`src/rtl/b64c_pkg.sv`:
```
// Package for the base64 codec: shared types, constants and the alphabet mapping functions.
// Has no dependencies; every other file in rtl but b64c_if imports it.
package b64c_pkg;

  localparam logic [7:0] PAD_CHAR = 8'h3D;

  typedef enum logic {
    DIR_ENCODE = 1'b0,
    DIR_DECODE = 1'b1
  } b64c_dir_t;

  // A group of up to four results that one input item releases.
  typedef struct packed {
    logic [3:0][7:0] data;
    logic [1:0]      cnt_m1;
    logic            last;
    logic            err;
  } b64c_job_t;

  function automatic logic [7:0] sextet_to_char(input logic [5:0] v);
    logic [7:0] r;
    if (v < 6'd26) begin
      r = 8'h41 + {2'b00, v};
    end else if (v < 6'd52) begin
      r = 8'h61 + {2'b00, v - 6'd26};
    end else if (v < 6'd62) begin
      r = 8'h30 + {2'b00, v - 6'd52};
    end else if (v == 6'd62) begin
      r = 8'h2B;
    end else begin
      r = 8'h2F;
    end
    return r;
  endfunction

  function automatic logic [5:0] char_to_sextet(input logic [7:0] c);
    logic [7:0] r;
    if (c >= 8'h41 && c <= 8'h5A) begin
      r = c - 8'h41;
    end else if (c >= 8'h61 && c <= 8'h7A) begin
      r = c - 8'h61 + 8'd26;
    end else if (c >= 8'h30 && c <= 8'h39) begin
      r = c - 8'h30 + 8'd52;
    end else if (c == 8'h2B) begin
      r = 8'd62;
    end else if (c == 8'h2F) begin
      r = 8'd63;
    end else begin
      r = 8'd0;
    end
    return r[5:0];
  endfunction

endpackage

```
`src/rtl/b64c_if.sv`:
```
// Channel interfaces of the base64 codec: input items and result items.
// Has no dependencies.
interface b64c_in_if;
  logic       valid;
  logic       ready;
  logic [7:0] data_in;
  logic       last_in;

  modport source (output valid, output data_in, output last_in, input ready);
  modport sink   (input valid, input data_in, input last_in, output ready);
endinterface

interface b64c_out_if;
  logic       valid;
  logic       ready;
  logic [7:0] data_out;
  logic       last_out;
  logic       length_error;

  modport source (output valid, output data_out, output last_out, output length_error,
                  input ready);
  modport sink   (input valid, input data_out, input last_out, input length_error,
                  output ready);
endinterface

```
`src/rtl/base64_codec_core.sv`:
```
// Top level of the streaming base64 codec: group stage followed by the output stage.
// Depends on b64c_pkg, b64c_if, b64c_group and b64c_burst.
//
//  channel  | dir | handshake          | payload
//  ---------+-----+--------------------+---------------------------------------
//  in_ch    | in  | valid / ready      | data_in[7:0], last_in
//  out_ch   | out | valid / ready      | data_out[7:0], last_out, length_error
//  cfg      | in  | cfg_we (no wait)   | cfg_wdata: direction, 0 encode, 1 decode
//
// An input item can be accepted in every cycle while the job register is free or is
// being handed to the output stage in the same cycle. An item that completes a group
// (three bytes, four characters, or any item marked last) releases one to four results,
// the first of them once it has passed the job register and the burst register; results
// then leave one per cycle while out_ch.ready is high, so when encoding the single
// output port sets the sustained rate.
// Reset is synchronous and active low and clears the direction (to encode), the partial
// group and both valid flags. A stalled output holds its result and, once the job
// register is also full, lowers in_ch.ready until the output stage frees.
module base64_codec_core import b64c_pkg::*; (
  input  logic          clk,
  input  logic          rst_n,
  input  logic          cfg_we,
  input  logic          cfg_wdata,
  b64c_in_if.sink       in_ch,
  b64c_out_if.source    out_ch
);

  // Handoff between the two stages: the job register feeds the burst register
  // whenever the latter is empty or is sending its final result.
  logic      job_valid;
  logic      job_take;
  b64c_job_t job;

  b64c_group u_group (
    .clk       (clk),
    .rst_n     (rst_n),
    .cfg_we    (cfg_we),
    .cfg_wdata (cfg_wdata),
    .in_ch     (in_ch),
    .job_take  (job_take),
    .job_valid (job_valid),
    .job       (job)
  );

  b64c_burst u_burst (
    .clk       (clk),
    .rst_n     (rst_n),
    .job_valid (job_valid),
    .job       (job),
    .job_take  (job_take),
    .out_ch    (out_ch)
  );

endmodule

```
`src/rtl/b64c_group.sv`:
```
// Group stage of the base64 codec: direction register, group accumulator and job register.
// Depends on b64c_pkg and b64c_in_if.
module b64c_group import b64c_pkg::*; (
  input  logic          clk,
  input  logic          rst_n,
  input  logic          cfg_we,
  input  logic          cfg_wdata,
  b64c_in_if.sink       in_ch,
  input  logic          job_take,
  output logic          job_valid,
  output b64c_job_t     job
);

  b64c_dir_t   dir_r;
  logic [23:0] grp_bits_r, grp_bits_nxt;
  logic [1:0]  grp_cnt_r, grp_cnt_nxt;
  logic [1:0]  pad_r, pad_nxt;
  logic        job_valid_r;
  b64c_job_t   job_r, job_nxt;
  logic        done;
  logic        accept;
  logic [1:0]  cnt;
  logic [23:0] triple;
  logic [1:0]  nbytes_m1;

  assign in_ch.ready = !job_valid_r || job_take;
  assign accept      = in_ch.valid && in_ch.ready;
  assign job_valid   = job_valid_r;
  assign job         = job_r;

  always_comb begin
    done      = 1'b0;
    pad_nxt   = pad_r;
    cnt       = grp_cnt_r + 2'd1;
    triple    = '0;
    nbytes_m1 = 2'd2;
    job_nxt   = '0;
    if (dir_r == DIR_ENCODE) begin
      grp_bits_nxt = {grp_bits_r[15:0], in_ch.data_in};
      done         = (cnt == 2'd3) || in_ch.last_in;
      case (cnt)
        2'd1:    triple = {grp_bits_nxt[7:0], 16'h0000};
        2'd2:    triple = {grp_bits_nxt[15:0], 8'h00};
        default: triple = grp_bits_nxt;
      endcase
      for (int k = 0; k < 4; k++) begin
        if (k > int'(cnt)) begin
          job_nxt.data[k] = PAD_CHAR;
        end else begin
          job_nxt.data[k] = sextet_to_char(triple[23 - 6 * k -: 6]);
        end
      end
      job_nxt.cnt_m1 = 2'd3;
      job_nxt.last   = in_ch.last_in;
    end else begin
      if (grp_cnt_r >= 2'd2 && in_ch.data_in == PAD_CHAR) begin
        pad_nxt = pad_r + 2'd1;
      end
      grp_bits_nxt = {grp_bits_r[17:0], char_to_sextet(in_ch.data_in)};
      if (grp_cnt_r != 2'd3) begin
        // A stream that stops inside a quad gives a single error result.
        done           = in_ch.last_in;
        job_nxt.cnt_m1 = 2'd0;
        job_nxt.last   = 1'b1;
        job_nxt.err    = 1'b1;
      end else begin
        done = 1'b1;
        // Padding only shortens the final quad of the stream.
        if (in_ch.last_in) begin
          nbytes_m1 = 2'd2 - pad_nxt;
        end
        for (int k = 0; k < 3; k++) begin
          job_nxt.data[k] = grp_bits_nxt[23 - 8 * k -: 8];
        end
        job_nxt.cnt_m1 = nbytes_m1;
        job_nxt.last   = in_ch.last_in;
      end
    end
    grp_cnt_nxt = done ? 2'd0 : cnt;
    if (done) begin
      grp_bits_nxt = '0;
      pad_nxt      = '0;
    end
  end

  always_ff @(posedge clk) begin
    if (!rst_n) begin
      dir_r       <= DIR_ENCODE;
      grp_bits_r  <= '0;
      grp_cnt_r   <= '0;
      pad_r       <= '0;
      job_valid_r <= 1'b0;
    end else begin
      if (cfg_we) begin
        dir_r      <= b64c_dir_t'(cfg_wdata);
        grp_bits_r <= '0;
        grp_cnt_r  <= '0;
        pad_r      <= '0;
      end else if (accept) begin
        grp_bits_r <= grp_bits_nxt;
        grp_cnt_r  <= grp_cnt_nxt;
        pad_r      <= pad_nxt;
      end
      if (accept && done) begin
        job_valid_r <= 1'b1;
      end else if (job_take) begin
        job_valid_r <= 1'b0;
      end
    end
  end

  always_ff @(posedge clk) begin
    if (accept && done) begin
      job_r <= job_nxt;
    end
  end

endmodule

```
`src/rtl/b64c_burst.sv`:
```
// Output stage of the base64 codec: holds one job and sends its results one per cycle while out_ch.ready is high.
// Depends on b64c_pkg and b64c_out_if.
module b64c_burst import b64c_pkg::*; (
  input  logic          clk,
  input  logic          rst_n,
  input  logic          job_valid,
  input  b64c_job_t     job,
  output logic          job_take,
  b64c_out_if.source    out_ch
);

  b64c_job_t  burst_r;
  logic       valid_r;
  logic [1:0] idx_r;
  logic       at_end;
  logic       burst_free;

  assign at_end     = (idx_r == burst_r.cnt_m1);
  assign burst_free = !valid_r || (out_ch.ready && at_end);
  assign job_take   = job_valid && burst_free;

  assign out_ch.valid        = valid_r;
  assign out_ch.data_out     = burst_r.data[idx_r];
  assign out_ch.last_out     = burst_r.last && at_end;
  assign out_ch.length_error = burst_r.err;

  always_ff @(posedge clk) begin
    if (!rst_n) begin
      valid_r <= 1'b0;
      idx_r   <= '0;
    end else if (job_take) begin
      valid_r <= 1'b1;
      idx_r   <= '0;
    end else if (valid_r && out_ch.ready) begin
      if (at_end) begin
        valid_r <= 1'b0;
      end
      idx_r <= idx_r + 2'd1;
    end
  end

  always_ff @(posedge clk) begin
    if (job_take) begin
      burst_r <= job;
    end
  end

`ifndef SYNTH
  a_load_starts_at_zero: assert property (@(posedge clk) disable iff (!rst_n)
    job_take |=> (valid_r && idx_r == 2'd0))
    else $error("burst did not restart at its first result");

  a_idx_in_range: assert property (@(posedge clk) disable iff (!rst_n)
    valid_r |-> (idx_r <= burst_r.cnt_m1))
    else $error("burst index beyond its result count");

  a_error_shape: assert property (@(posedge clk) disable iff (!rst_n)
    (valid_r && burst_r.err) |-> (out_ch.last_out && out_ch.data_out == 8'h00))
    else $error("error result is not a final zero result");
`endif

endmodule
```
`src/flat_wrapper.sv`:
```
// flat-port wrapper written by rule: the top's interface ports become plain ports
module base64_codec_core_flat import b64c_pkg::*;
  (clk, rst_n, cfg_we, cfg_wdata, in_ch_valid, in_ch_data_in, in_ch_last_in, in_ch_ready, out_ch_valid, out_ch_data_out, out_ch_last_out, out_ch_length_error, out_ch_ready);
  b64c_in_if in_ch_i ();
  b64c_out_if out_ch_i ();
  input  logic clk;
  input  logic rst_n;
  input  logic cfg_we;
  input  logic cfg_wdata;
  input wire logic [$bits(in_ch_i.valid)-1:0] in_ch_valid;
  input wire logic [$bits(in_ch_i.data_in)-1:0] in_ch_data_in;
  input wire logic [$bits(in_ch_i.last_in)-1:0] in_ch_last_in;
  output wire logic [$bits(in_ch_i.ready)-1:0] in_ch_ready;
  output wire logic [$bits(out_ch_i.valid)-1:0] out_ch_valid;
  output wire logic [$bits(out_ch_i.data_out)-1:0] out_ch_data_out;
  output wire logic [$bits(out_ch_i.last_out)-1:0] out_ch_last_out;
  output wire logic [$bits(out_ch_i.length_error)-1:0] out_ch_length_error;
  input wire logic [$bits(out_ch_i.ready)-1:0] out_ch_ready;
  assign in_ch_i.valid = in_ch_valid;
  assign in_ch_i.data_in = in_ch_data_in;
  assign in_ch_i.last_in = in_ch_last_in;
  assign in_ch_ready = in_ch_i.ready;
  assign out_ch_valid = out_ch_i.valid;
  assign out_ch_data_out = out_ch_i.data_out;
  assign out_ch_last_out = out_ch_i.last_out;
  assign out_ch_length_error = out_ch_i.length_error;
  assign out_ch_i.ready = out_ch_ready;
  base64_codec_core u_core (.clk(clk), .rst_n(rst_n), .cfg_we(cfg_we), .cfg_wdata(cfg_wdata), .in_ch(in_ch_i), .out_ch(out_ch_i));
endmodule
```
`config.mk`:
```
export PLATFORM = sky130hd
export DESIGN_NAME = base64_codec_core_flat
export DESIGN_NICKNAME = d
export VERILOG_FILES = /design/src/rtl/b64c_pkg.sv /design/src/rtl/b64c_if.sv /design/src/rtl/base64_codec_core.sv /design/src/rtl/b64c_group.sv /design/src/rtl/b64c_burst.sv /design/src/flat_wrapper.sv
export SDC_FILE = /design/constraint.sdc
export NUM_CORES = 1
export LEC_CHECK = 0
export ABC_CLOCK_PERIOD_IN_PS = 14500
export BUFFER_PORTS_ARGS = -buffer_cell sky130_fd_sc_hd__clkbuf_2
export CORE_ASPECT_RATIO = 0.6
export CORE_UTILIZATION = 42
export CTS_BUF_LIST = sky130_fd_sc_hd__clkbuf_16
export DETAILED_ROUTE_END_ITERATION = 6
export PLACE_DENSITY = 0.59
export SKIP_CTS_REPAIR_TIMING = 1
export SYNTH_ARGS = -nofsm -noshare
export SYNTH_HDL_FRONTEND = slang
export SYNTH_HIERARCHICAL = 1
export SYNTH_SLANG_ARGS = --single-unit
```
`constraint.sdc`:
```
create_clock -name clk -period 14.5 [get_ports clk]
set_input_delay 4.35 -clock clk [delete_from_list [all_inputs] [get_ports clk]]
set_output_delay 4.35 -clock clk [all_outputs]
set_load 0.05 [all_outputs]
```
==> run metrics, run 1 <==
CP Capture Type=primary output; Syn Nets=813; FP Rows=36; Mean Syn Cell Area=9.59 um2; DP HPWL=14,700 um; CP arrival=5800 ps; Post-DRT Antenna Nets=0; share of layout cells above drive strength 1=11.0%; die area=0.0178 mm2; first-pass GRT wire length=31,700 um; # setup viols final=0; met2 routed wirelength=8280 um; post-synthesis sequential area ratio=37.4%; ys flop type=edfxtp_1; Num CTS Buffers=9; Fill cells=1,578; r2r setup slk=10,120 ps; Critical Path Source=out_ch_ready; max-cap viol count=0; Yosys cell types=90; Clk pin slew, worst setup/hold paths=70 ps; grt total ovfl=0; fin crit period=10,150 ps; VDD IR max=0.0000624 V; Syn. warnings=6; Nets=809; Worst slew margin=43.9%; 1st-iter DRT viols=591; via count=5,925; Layout Cells excl Fill=983; CTS tree=built; wire length on met3=1620 um; clk sink count=99; LEAKAGE=0.00278 uW; Worst Hold Class=reg -> reg; final WL=20,200 um; final worst path period share=70.0%; DR WL/cell=20.6 um; EDFF count, synth=72; routability cong.=0.928; Clock Path Buffers=2; # IOs=27; Final Skew=11.8 ps; vias in the first global route=5,536; Fin. Hold Viols=0; chip width=171 um; Placed Instances=967; Diodes inserted=0; status=finished, final reports clean; drt pass-1 iters=5; top routing layer in use=met4; Worst Setup Start Kind=input pin; core area=0.0165 mm2; Power Density=86.6 mW/mm2; TNS Setup=0 ps; Crit Path Class=in -> out; RSZ-0062 raised after global routing=false; R2R cell count=11; post-layout power=670 uW; clk_lat worst skew=350 ps; Initial Utilization=43.7%; htree depth=3; RR Startpoint=u_core/u_group/grp_cnt_r[1]; Post-Syn Area=0.00723 mm2; Async SR Flop Fraction=0%; FF+latch area=0.00270 mm2; Post-Route M1 WL=10,200 um; CP Data Required Time=10,150 ps; Residual DRC=0; multi-input logic area=0.00413 mm2; Syn-to-layout area delta=6.90%; initial antenna violation count=0; Worst Tran Pin Value=832 ps; GRT Total Usage=23.3%; largest net degree at the start of global routing=50; Die H=104 um; Via density=6.03; clk root buf=clkbuf_16; Max Clock Freq=98.5 MHz; crit path capture=in_ch_ready; PortBufs=26; CP Max Fanout=38; Cells after Synth=754; Worst R2R End=u_core/u_group/job[17]; Final Max Tran Viols=0; number of synthesized register bits=99
[how the worst min path moves through the flow]
stage | from | end | slack [ps] | depth (start not counted)
after floorplan | u_core/u_group/job[10] | u_core/u_burst/burst_r[10] | 400 | 0
after detailed placement | u_core/u_group/job[35] | u_core/u_burst/burst_r[35] | 400 | 0
final | u_core/u_group/job[28] | u_core/u_burst/burst_r[28] | 410 | 0
after global routing | u_core/u_group/job[28] | u_core/u_burst/burst_r[28] | 410 | 0
after CTS | u_core/u_group/job[28] | u_core/u_burst/burst_r[28] | 410 | 0
after global placement | u_core/u_group/job[1] | u_core/u_burst/burst_r[1] | 410 | 0
[state kept, by name, summed over array words and instances (netlist names)]
name                                cells
u_core/u_group/job                     36
u_core/u_burst/burst_r                 35
u_core/u_group/grp_bits_r              18
u_core/u_burst/idx_r                    2
u_core/u_group/grp_cnt_r                2
u_core/u_group/pad_r                    2
u_core/u_burst/out_ch.length_error      1
u_core/u_burst/out_ch.valid             1
u_core/u_group/dir_r                    1
u_core/u_group/job_valid                1
[worst max-delay path, cell delays in order]
cell	delay, ps
clkbuf_2	130
nand2_1	110
o31ai_4	190
buf_4	450
nand2b_1	240
clkbuf_2	310
[metal layers]
layer,track usage (%),up-vias
li1,-,2780
met1,36.8,2882
met2,32.3,249
met3,5.50,14
met4,3.19,0
met5,0,-
[per-stage QoR]
stage / util, % / area (um2) / setup WS (ps) / hold slack (ps)
6_report: 46.8 / 7730 / 4350 / 410
3_3_place_gp: 45.0 / 7450 / 4490 / 406
4_1_cts: 46.8 / 7730 / 4380 / 414
2_1_floorplan: - / 7230 / 2280 / 400
3_5_place_dp: 45.0 / 7450 / 4380 / 405
5_1_grt: 46.8 / 7730 / 4280 / 410
[cell type report]
| type | count | share of cell area (%) |
|---|---|---|
| Clock buffer | 9 | 2.91 |
| Clock inverter | 7 | 0.777 |
| Inverter | 36 | 1.91 |
| Multi-Input combinational cell | 572 | 53.5 |
| Sequential cell | 99 | 35.0 |
| Tap cell | 228 | 3.69 |
| Timing Repair Buffer | 32 | 2.27 |
[where the power goes]
| group | leakage, uW | internal (uW) | switching [uW] |
|---|---|---|---|
| combinational | 0.00176 | 37.1 | 79.5 |
| clock | 0.000136 | 119 | 107 |
| sequential | 0.000881 | 320 | 6.93 |
[cell usage in the layout (no fill, tap or decap), types with 4 or more instances in the layout]
cell type	synthesis	routed
nand4_1	5	5
o22ai_1	5	5
ha_1	44	44
a22o_1	10	10
dfxtp_1	27	26
a21o_1	7	7
xor2_1	11	11
edfxtp_1	72	72
nor2b_1	6	6
a211oi_1	12	12
and2_1	7	7
nand3_1	24	24
o21ai_0	46	46
inv_1	31	31
xnor2_1	25	25
o21ai_1	4	4
o211ai_1	9	9
or3_1	4	4
clkbuf_2	1	26
a31oi_1	11	11
clkbuf_16	0	9
a21oi_1	42	42
buf_4	0	6
nor3_1	20	20
mux4_1	8	8
nand2_1	75	75
nor2_1	56	56
a22oi_1	4	4
nand2b_1	13	13
nor3b_1	8	8
mux2i_1	19	19
o31ai_1	12	11
[cells by family after synthesis]
logic type / share of synthesized area (%)
AOI/OAI and AO/OA: 20.3
xor gates and xnor gates: 5.35
adders and majority gates: 7.61
buffers and inverters: 5.66
DFF: 37.4
muxes: 5.69
and+or+nand+nor: 18.0
[Yosys cell counts, types with 20 or more instances]
cell,instances,share of area [%]
a21oi_1,42,2.9
clkbuf_1,25,1.3
dfxtp_1,27,7.5
edfxtp_1,72,30
ha_1,44,7.6
inv_1,31,1.6
nand2_1,75,3.9
nand3_1,24,1.7
nor2_1,56,2.9
nor3_1,20,1.4
o21ai_0,46,3.2
xnor2_1,25,3.0
No activity file was read; power rests on OpenSTA's default activity.
==> inputs of run 2 (changes only) <==
--- a/config.mk
+++ b/config.mk
@@ -5,13 +5,14 @@
 export SDC_FILE = /design/constraint.sdc
 export NUM_CORES = 1
 export LEC_CHECK = 0
-export ABC_CLOCK_PERIOD_IN_PS = 14500
+export ABC_AREA = 1
+export ABC_CLOCK_PERIOD_IN_PS = 8900
 export BUFFER_PORTS_ARGS = -buffer_cell sky130_fd_sc_hd__clkbuf_2
 export CORE_ASPECT_RATIO = 0.6
 export CORE_UTILIZATION = 42
 export CTS_BUF_LIST = sky130_fd_sc_hd__clkbuf_16
 export DETAILED_ROUTE_END_ITERATION = 6
-export PLACE_DENSITY = 0.59
+export PLACE_DENSITY = 0.61
 export SKIP_CTS_REPAIR_TIMING = 1
 export SYNTH_ARGS = -nofsm -noshare
 export SYNTH_HDL_FRONTEND = slang
==> constraint.sdc (replaced) <==
create_clock -name clk -period 8.9 [get_ports clk]
set_input_delay 2.67 -clock clk [delete_from_list [all_inputs] [get_ports clk]]
set_output_delay 2.67 -clock clk [all_outputs]
set_load 0.05 [all_outputs]
==> run metrics, run 2 <==
status=finished, final reports clean; Syn-to-layout area delta=8.41%; Mean Syn Cell Area=7.48 um2 (-22%); core area=0.0165 mm2 (-0.27%); Fin. Hold Viols=0 (unchanged); post-layout power=1120 uW (+67%); Async SR Flop Fraction=0% (unchanged); CP Max Fanout=37 (-2.6%); EDFF count, synth=72 (unchanged); Worst Tran Pin Value=993 ps (+160 ps); chip width=171 um (-0.33%); CP Capture Type=primary output; Worst Setup Start Kind=input pin; slowest CP cell=buf_4; Residual DRC=0 (unchanged); RR Startpoint=u_core/u_burst/idx_r[0]; CP cell instances=clkbuf_2, nand3_2, nand2_2, nand2_2, inv_1, buf_4, inv_1, nand2_1, clkbuf_2; Final Skew=10.4 ps (-1.37 ps); htree depth=3 (unchanged); final WL=19,700 um (-2.7%); DP HPWL=15,100 um (+2.8%); Synth area leader=edfxtp_1; fin crit period=6580 ps; DR WL/cell=16.3 um (-21%); Yosys cell types=51 (-43%); min-delay src=u_core/u_group/job[16]; Diodes inserted=0 (unchanged); crit path capture=in_ch_ready; share of layout cells above drive strength 1=10.4% (-0.57 points); Syn Nets=1,019 (+25%); Via density=5.35 (-11%); FP Rows=36 (unchanged); CTS tree=built; Syn. warnings=6 (unchanged); most common cell in the synthesized netlist=nand2_1; ys flop type=edfxtp_1; max reg flops=36 (unchanged); LEAKAGE=0.00339 uW (+22%); largest net degree at the start of global routing=38 (-24%); PortBufs=26 (unchanged); clk sink count=99 (unchanged); Critical Path Source=out_ch_ready; clk_lat worst skew=340 ps (about the same); VDD IR max=0.000118 V (+88%); via count=6,456 (+9.0%); max-cap viol count=0 (unchanged); first-pass GRT wire length=30,600 um (-3.3%); Worst R2R End=u_core/u_group/grp_bits_r[13]; routability cong.=0.960 (+3.5%); commonest non-fill, non-tap cell in the layout=nand2_1; CP Data Required Time=6230 ps (-3920 ps); Post-Syn Area=0.00718 mm2 (-0.66%); most frequent cells in the layout=275 x nand2_1, 109 x inv_1, 75 x nor2_1; 1st-iter DRT viols=633 (+7.1%); Clk pin slew, worst setup/hold paths=70 ps (about the same); vias in the first global route=5,521 (-0.27%); clk root buf=clkbuf_16; post-synth top area share=30.1% (+0.20 points); RSZ-0062 raised after global routing=false; Num CTS Buffers=9 (unchanged); die area=0.0177 mm2 (-0.65%); Max Clock Freq=152 MHz; Die H=103 um (-0.32%); TNS Setup=0 ps (unchanged); Cells after Synth=960 (+27%); # IOs=27 (unchanged); Worst Hold Class=reg -> reg; GRT Total Usage=23.0% (-0.34 points); CP max stage delay=390 ps (-60 ps); Area contributors post-synth=edfxtp_1 30%, nand2_1 14%, ha_1 7.7%, dfxtp_1 7.5%, inv_1 5.7%; R2R cell count=14 (+3); Util after Layout=47.2% (+0.48 points); Post-DRT Antenna Nets=0 (unchanged); most instantiated cells after synthesis=275 x nand2_1, 109 x inv_1, 76 x nor2_1; Fill cells=1,677 (+6.3%); number of synthesized register bits=99 (unchanged); Worst slew margin=33.7% (-10 points); Power Density=144 mW/mm2 (+66%); initial antenna violation count=0 (unchanged); CP arrival=3910 ps (-1890 ps); Initial Utilization=43.6% (-0.17 points); final worst path period share=73.9%; r2r setup slk=5070 ps (-5050 ps); Final Max Tran Viols=0 (unchanged); Hold Slack=414 ps (+3.83 ps); # setup viols final=0 (unchanged); drt pass-1 iters=6 (+1); Clock Path Buffers=2 (unchanged); Crit Path Class=in -> out; grt total ovfl=0 (unchanged); Nets=1,033 (+28%); post-synthesis sequential area ratio=37.6% (+0.25 points)
run 2: worst min-delay path by stage:
stage | slack [ps] | endpoint | cells after the start
after global routing | 420 | u_core/u_burst/burst_r[21] | 0
after CTS | 410 | u_core/u_burst/burst_r[16] | 0
after detailed placement | 400 | u_core/u_burst/burst_r[16] | 0
after global placement | 400 | u_core/u_burst/burst_r[1] | 0
after floorplan | 400 | u_core/u_burst/burst_r[10] | 0
final | 410 | u_core/u_burst/burst_r[16] | 0
run 2: layout make-up:
type | count | area (um2) | share of cell area, %
timing repair buffer | 28 | 145 | 1.86
clock inverter | 7 | 81.3 | 1.04
tap | 228 | 285 | 3.66
inverter | 114 | 433 | 5.56
clock buffer | 9 | 225 | 2.89
multi-input combinational | 722 | 3920 | 50.3
sequential | 99 | 2700 | 34.7
run 2: kinds of logic (layout without fill, tap and decap cells):
logic type,after synthesis,count (layout),synth area share (%)
and+or+nand+nor,477,477,29.0
AOI/OAI and AO/OA,172,172,14.2
DFF,99,99,37.6
buffers and inverters,139,158,7.98
xor gates and xnor gates,29,29,3.54
adders and majority gates,44,44,7.66
run 2: routing by layer:
layer	vias to the layer above	part of all wire [%]	global-route usage (%)	routed length [um]
met5	-	0	0	0
met4	0	0.55	2.75	108
met3	16	9.4	4.95	1850
met2	266	36	30.0	7120
met1	2979	54	38.0	10600
li1	3195	-	-	-
run 2: report_power, final:
part	total (uW)	internal, uW	leakage, uW	switching (uW)
sequential	530	520	0.000880	10.0
clock	393	222	0.000146	171
combinational	195	51.7	0.00236	143
total	1120	794	0.00339	324
run 2: critical path, delay by kind of cell:
family                 cells  cell delay (ps)
buffers and inverters      5              920
and+or+nand+nor            4              320
run 2: through the flow:
| step | setup WS (ps) | instance area [um2] | instances |
|---|---|---|---|
| 6_report | 2320 | 7790 | 1207 |
| 5_1_grt | 2140 | 7790 | 1207 |
| 4_1_cts | 2300 | 7790 | 1207 |
| 3_5_place_dp | 2300 | 7480 | 1191 |
| 3_3_place_gp | 2310 | 7480 | 1191 |
| 2_1_floorplan | 2150 | 7180 | 960 |
==> inputs of run 3 (changes only) <==
--- a/config.mk
+++ b/config.mk
@@ -5,8 +5,8 @@
 export SDC_FILE = /design/constraint.sdc
 export NUM_CORES = 1
 export LEC_CHECK = 0
-export ABC_AREA = 1
-export ABC_CLOCK_PERIOD_IN_PS = 8900
+export ABC_AREA = 0
+export ABC_CLOCK_PERIOD_IN_PS = 5600
 export BUFFER_PORTS_ARGS = -buffer_cell sky130_fd_sc_hd__clkbuf_2
 export CORE_ASPECT_RATIO = 0.6
 export CORE_UTILIZATION = 42
==> constraint.sdc (replaced) <==
create_clock -name clk -period 5.6 [get_ports clk]
set_input_delay 1.68 -clock clk [delete_from_list [all_inputs] [get_ports clk]]
set_output_delay 1.68 -clock clk [all_outputs]
set_load 0.05 [all_outputs]
==> run metrics, run 3 (synthesis results as in run 1) <==
CTS tree=built; DP HPWL=15,100 um (-0.11%); min-delay src=u_core/u_group/job[21]; largest net degree at the start of global routing=50 (+32%); R2R cell count=12 (-2); Initial Utilization=43.7% (+0.17 points); PortBufs=26 (unchanged); VDD IR max=0.000165 V (+40%); share of layout cells above drive strength 1=11.2% (+0.79 points); clk root buf=clkbuf_16; CP Data Required Time=3920 ps (-2310 ps); Worst Tran Pin Value=865 ps (-128 ps); 1st-iter DRT viols=687 (+8.5%); post-layout power=1800 uW (+61%); via count=5,909 (-8.5%); max reg flops=36 (unchanged); Clock Path Buffers=2 (unchanged); Via density=5.99 (+12%); Final Skew=7.45 ps (-2.93 ps); core area=0.0165 mm2 (+0.27%); GRT Total Usage=23.9% (+0.93 points); Max Clock Freq=232 MHz; FP Rows=36 (unchanged); Util after Layout=47.1% (-0.14 points); Hold EP=u_core/u_burst/burst_r[21]; Diodes inserted=0 (unchanged); grt total ovfl=0 (unchanged); Post-DRT Antenna Nets=0 (unchanged); first-pass GRT wire length=32,100 um (+4.7%); TNS Setup=0 ps (unchanged); Hold Slack=417 ps (+3.14 ps); Num CTS Buffers=9 (unchanged); Buf/Inv on CP=2 (-3); commonest non-fill, non-tap cell in the layout=nand2_1; final WL=20,500 um (+4.1%); clk_lat worst skew=340 ps (about the same); slowest CP cell=clkbuf_2; # setup viols final=0 (unchanged); r2r setup slk=1630 ps (-3440 ps); WHS Path Cells=0 (unchanged); routability cong.=0.947 (-1.4%); Fill cells=1,549 (-7.6%); clk sink count=99 (unchanged); DR WL/cell=20.8 um (+27%); RSZ-0062 raised after global routing=false; Clk pin slew, worst setup/hold paths=70 ps (about the same); # IOs=27 (unchanged); Worst Setup Start Kind=input pin; fin crit period=4320 ps; Nets=813 (-21%); final worst path period share=77.1%; wire length on met3=1860 um (+1.0%); max-cap viol count=0 (unchanged); FF+latch area=0.00270 mm2 (about the same); CP cell instances=clkbuf_2, nand2_1, o31ai_4, nand2b_1, clkbuf_2; cell repeated most along the worst path=clkbuf_2; Worst slew margin=41.8% (+8.0 points); multi-input logic area=0.00413 mm2 (+5.6%); chip width=171 um (+0.33%); status=finished, final reports clean; Residual DRC=0 (unchanged); Final Max Tran Viols=0 (unchanged); Syn-to-layout area delta=7.68%; initial antenna violation count=0 (unchanged); most frequent cells in the layout=75 x nand2_1, 72 x edfxtp_1, 56 x nor2_1; CP Max Fanout=4 (-89%); Fin. Hold Viols=0 (unchanged); die area=0.0178 mm2 (+0.65%); CP max stage delay=320 ps (-70 ps); top cell family by delay on the critical path=buffers and inverters; Worst Hold Class=reg -> reg; met2 routed wirelength=8010 um (+13%); Power Density=231 mW/mm2 (+61%); vias in the first global route=5,402 (-2.2%); RR Startpoint=u_core/u_group/grp_cnt_r[1]; Post-Route M1 WL=10,400 um (-1.4%); drt pass-1 iters=5 (-1); CP Capture Type=primary output; htree depth=3 (unchanged); LEAKAGE=0.00282 uW (-17%); top routing layer in use=met4; CP arrival=2640 ps (-1270 ps); Die H=104 um (+0.32%); Worst R2R End=u_core/u_group/job[17]; Crit Path Class=in -> out
[run 3: cell count changes in the layout (fill, tap and decap cells not counted), sizes merged, moves of 11 or more]
cell    before  now
o21ai       76   51
nand2      302   76
mux2i        0   19
nor3         3   21
inv        117   35
xnor2        6   26
nor2        82   59
nand2b       0   14
nand3       68   24
nor3b        0   11
[run 3: layer usage]
| layer | vias to the layer above | global-route usage (%) |
|---|---|---|
| met3 | 15 | 6.34 |
| met1 | 2842 | 38.6 |
| met2 | 245 | 31.0 |
| met5 | - | 0 |
| met4 | 0 | 4.40 |
| li1 | 2807 | - |
[run 3: worst max-delay path by stage]
stage / end / slack (ps) / start / cells past startpoint
after floorplan: in_ch_ready / 580 / out_ch_ready / 3
after global placement: u_core/u_group/job[25] / 1210 / in_ch_data_in[3] / 9
after detailed placement: u_core/u_group/job[25] / 1110 / in_ch_data_in[3] / 9
after CTS: in_ch_ready / 1290 / out_ch_ready / 5
after global routing: in_ch_ready / 1220 / out_ch_ready / 5
final: in_ch_ready / 1280 / out_ch_ready / 5
[run 3: final cells by class]
cell class | instances | share of cell area [%]
Clock inverter | 6 | 1.11
Multi-Input combinational cell | 572 | 53.1
Timing Repair Buffer | 36 | 2.63
Clock buffer | 9 | 2.89
Sequential cell | 99 | 34.7
Tap cell | 228 | 3.66
Inverter | 36 | 1.90
[run 3: worst register-to-register path, delay by kind of cell (launching register included)]
kind                       cells  cell delay (ps)
adders and majority gates      3             1040
DFF                            1              310
and+or+nand+nor                2              730
AOI/OAI and AO/OA              2              620
buffers and inverters          4              800
xor gates and xnor gates       1              200
[run 3: power by group]
group / total, uW / switching (uW) / internal (uW)
sequential: 847 / 18.0 / 829
clock: 649 / 260 / 390
combinational: 303 / 205 / 97.4
total: 1800 / 483 / 1320
[run 3: metrics by stage]
step | std cells | instance area (um2) | worst slack (ps)
after global placement | 971 | 7480 | 1210
after floorplan | 754 | 7250 | 577
after detailed placement | 971 | 7480 | 1110
final | 986 | 7790 | 1280
after global routing | 986 | 7790 | 1220
after CTS | 986 | 7790 | 1290
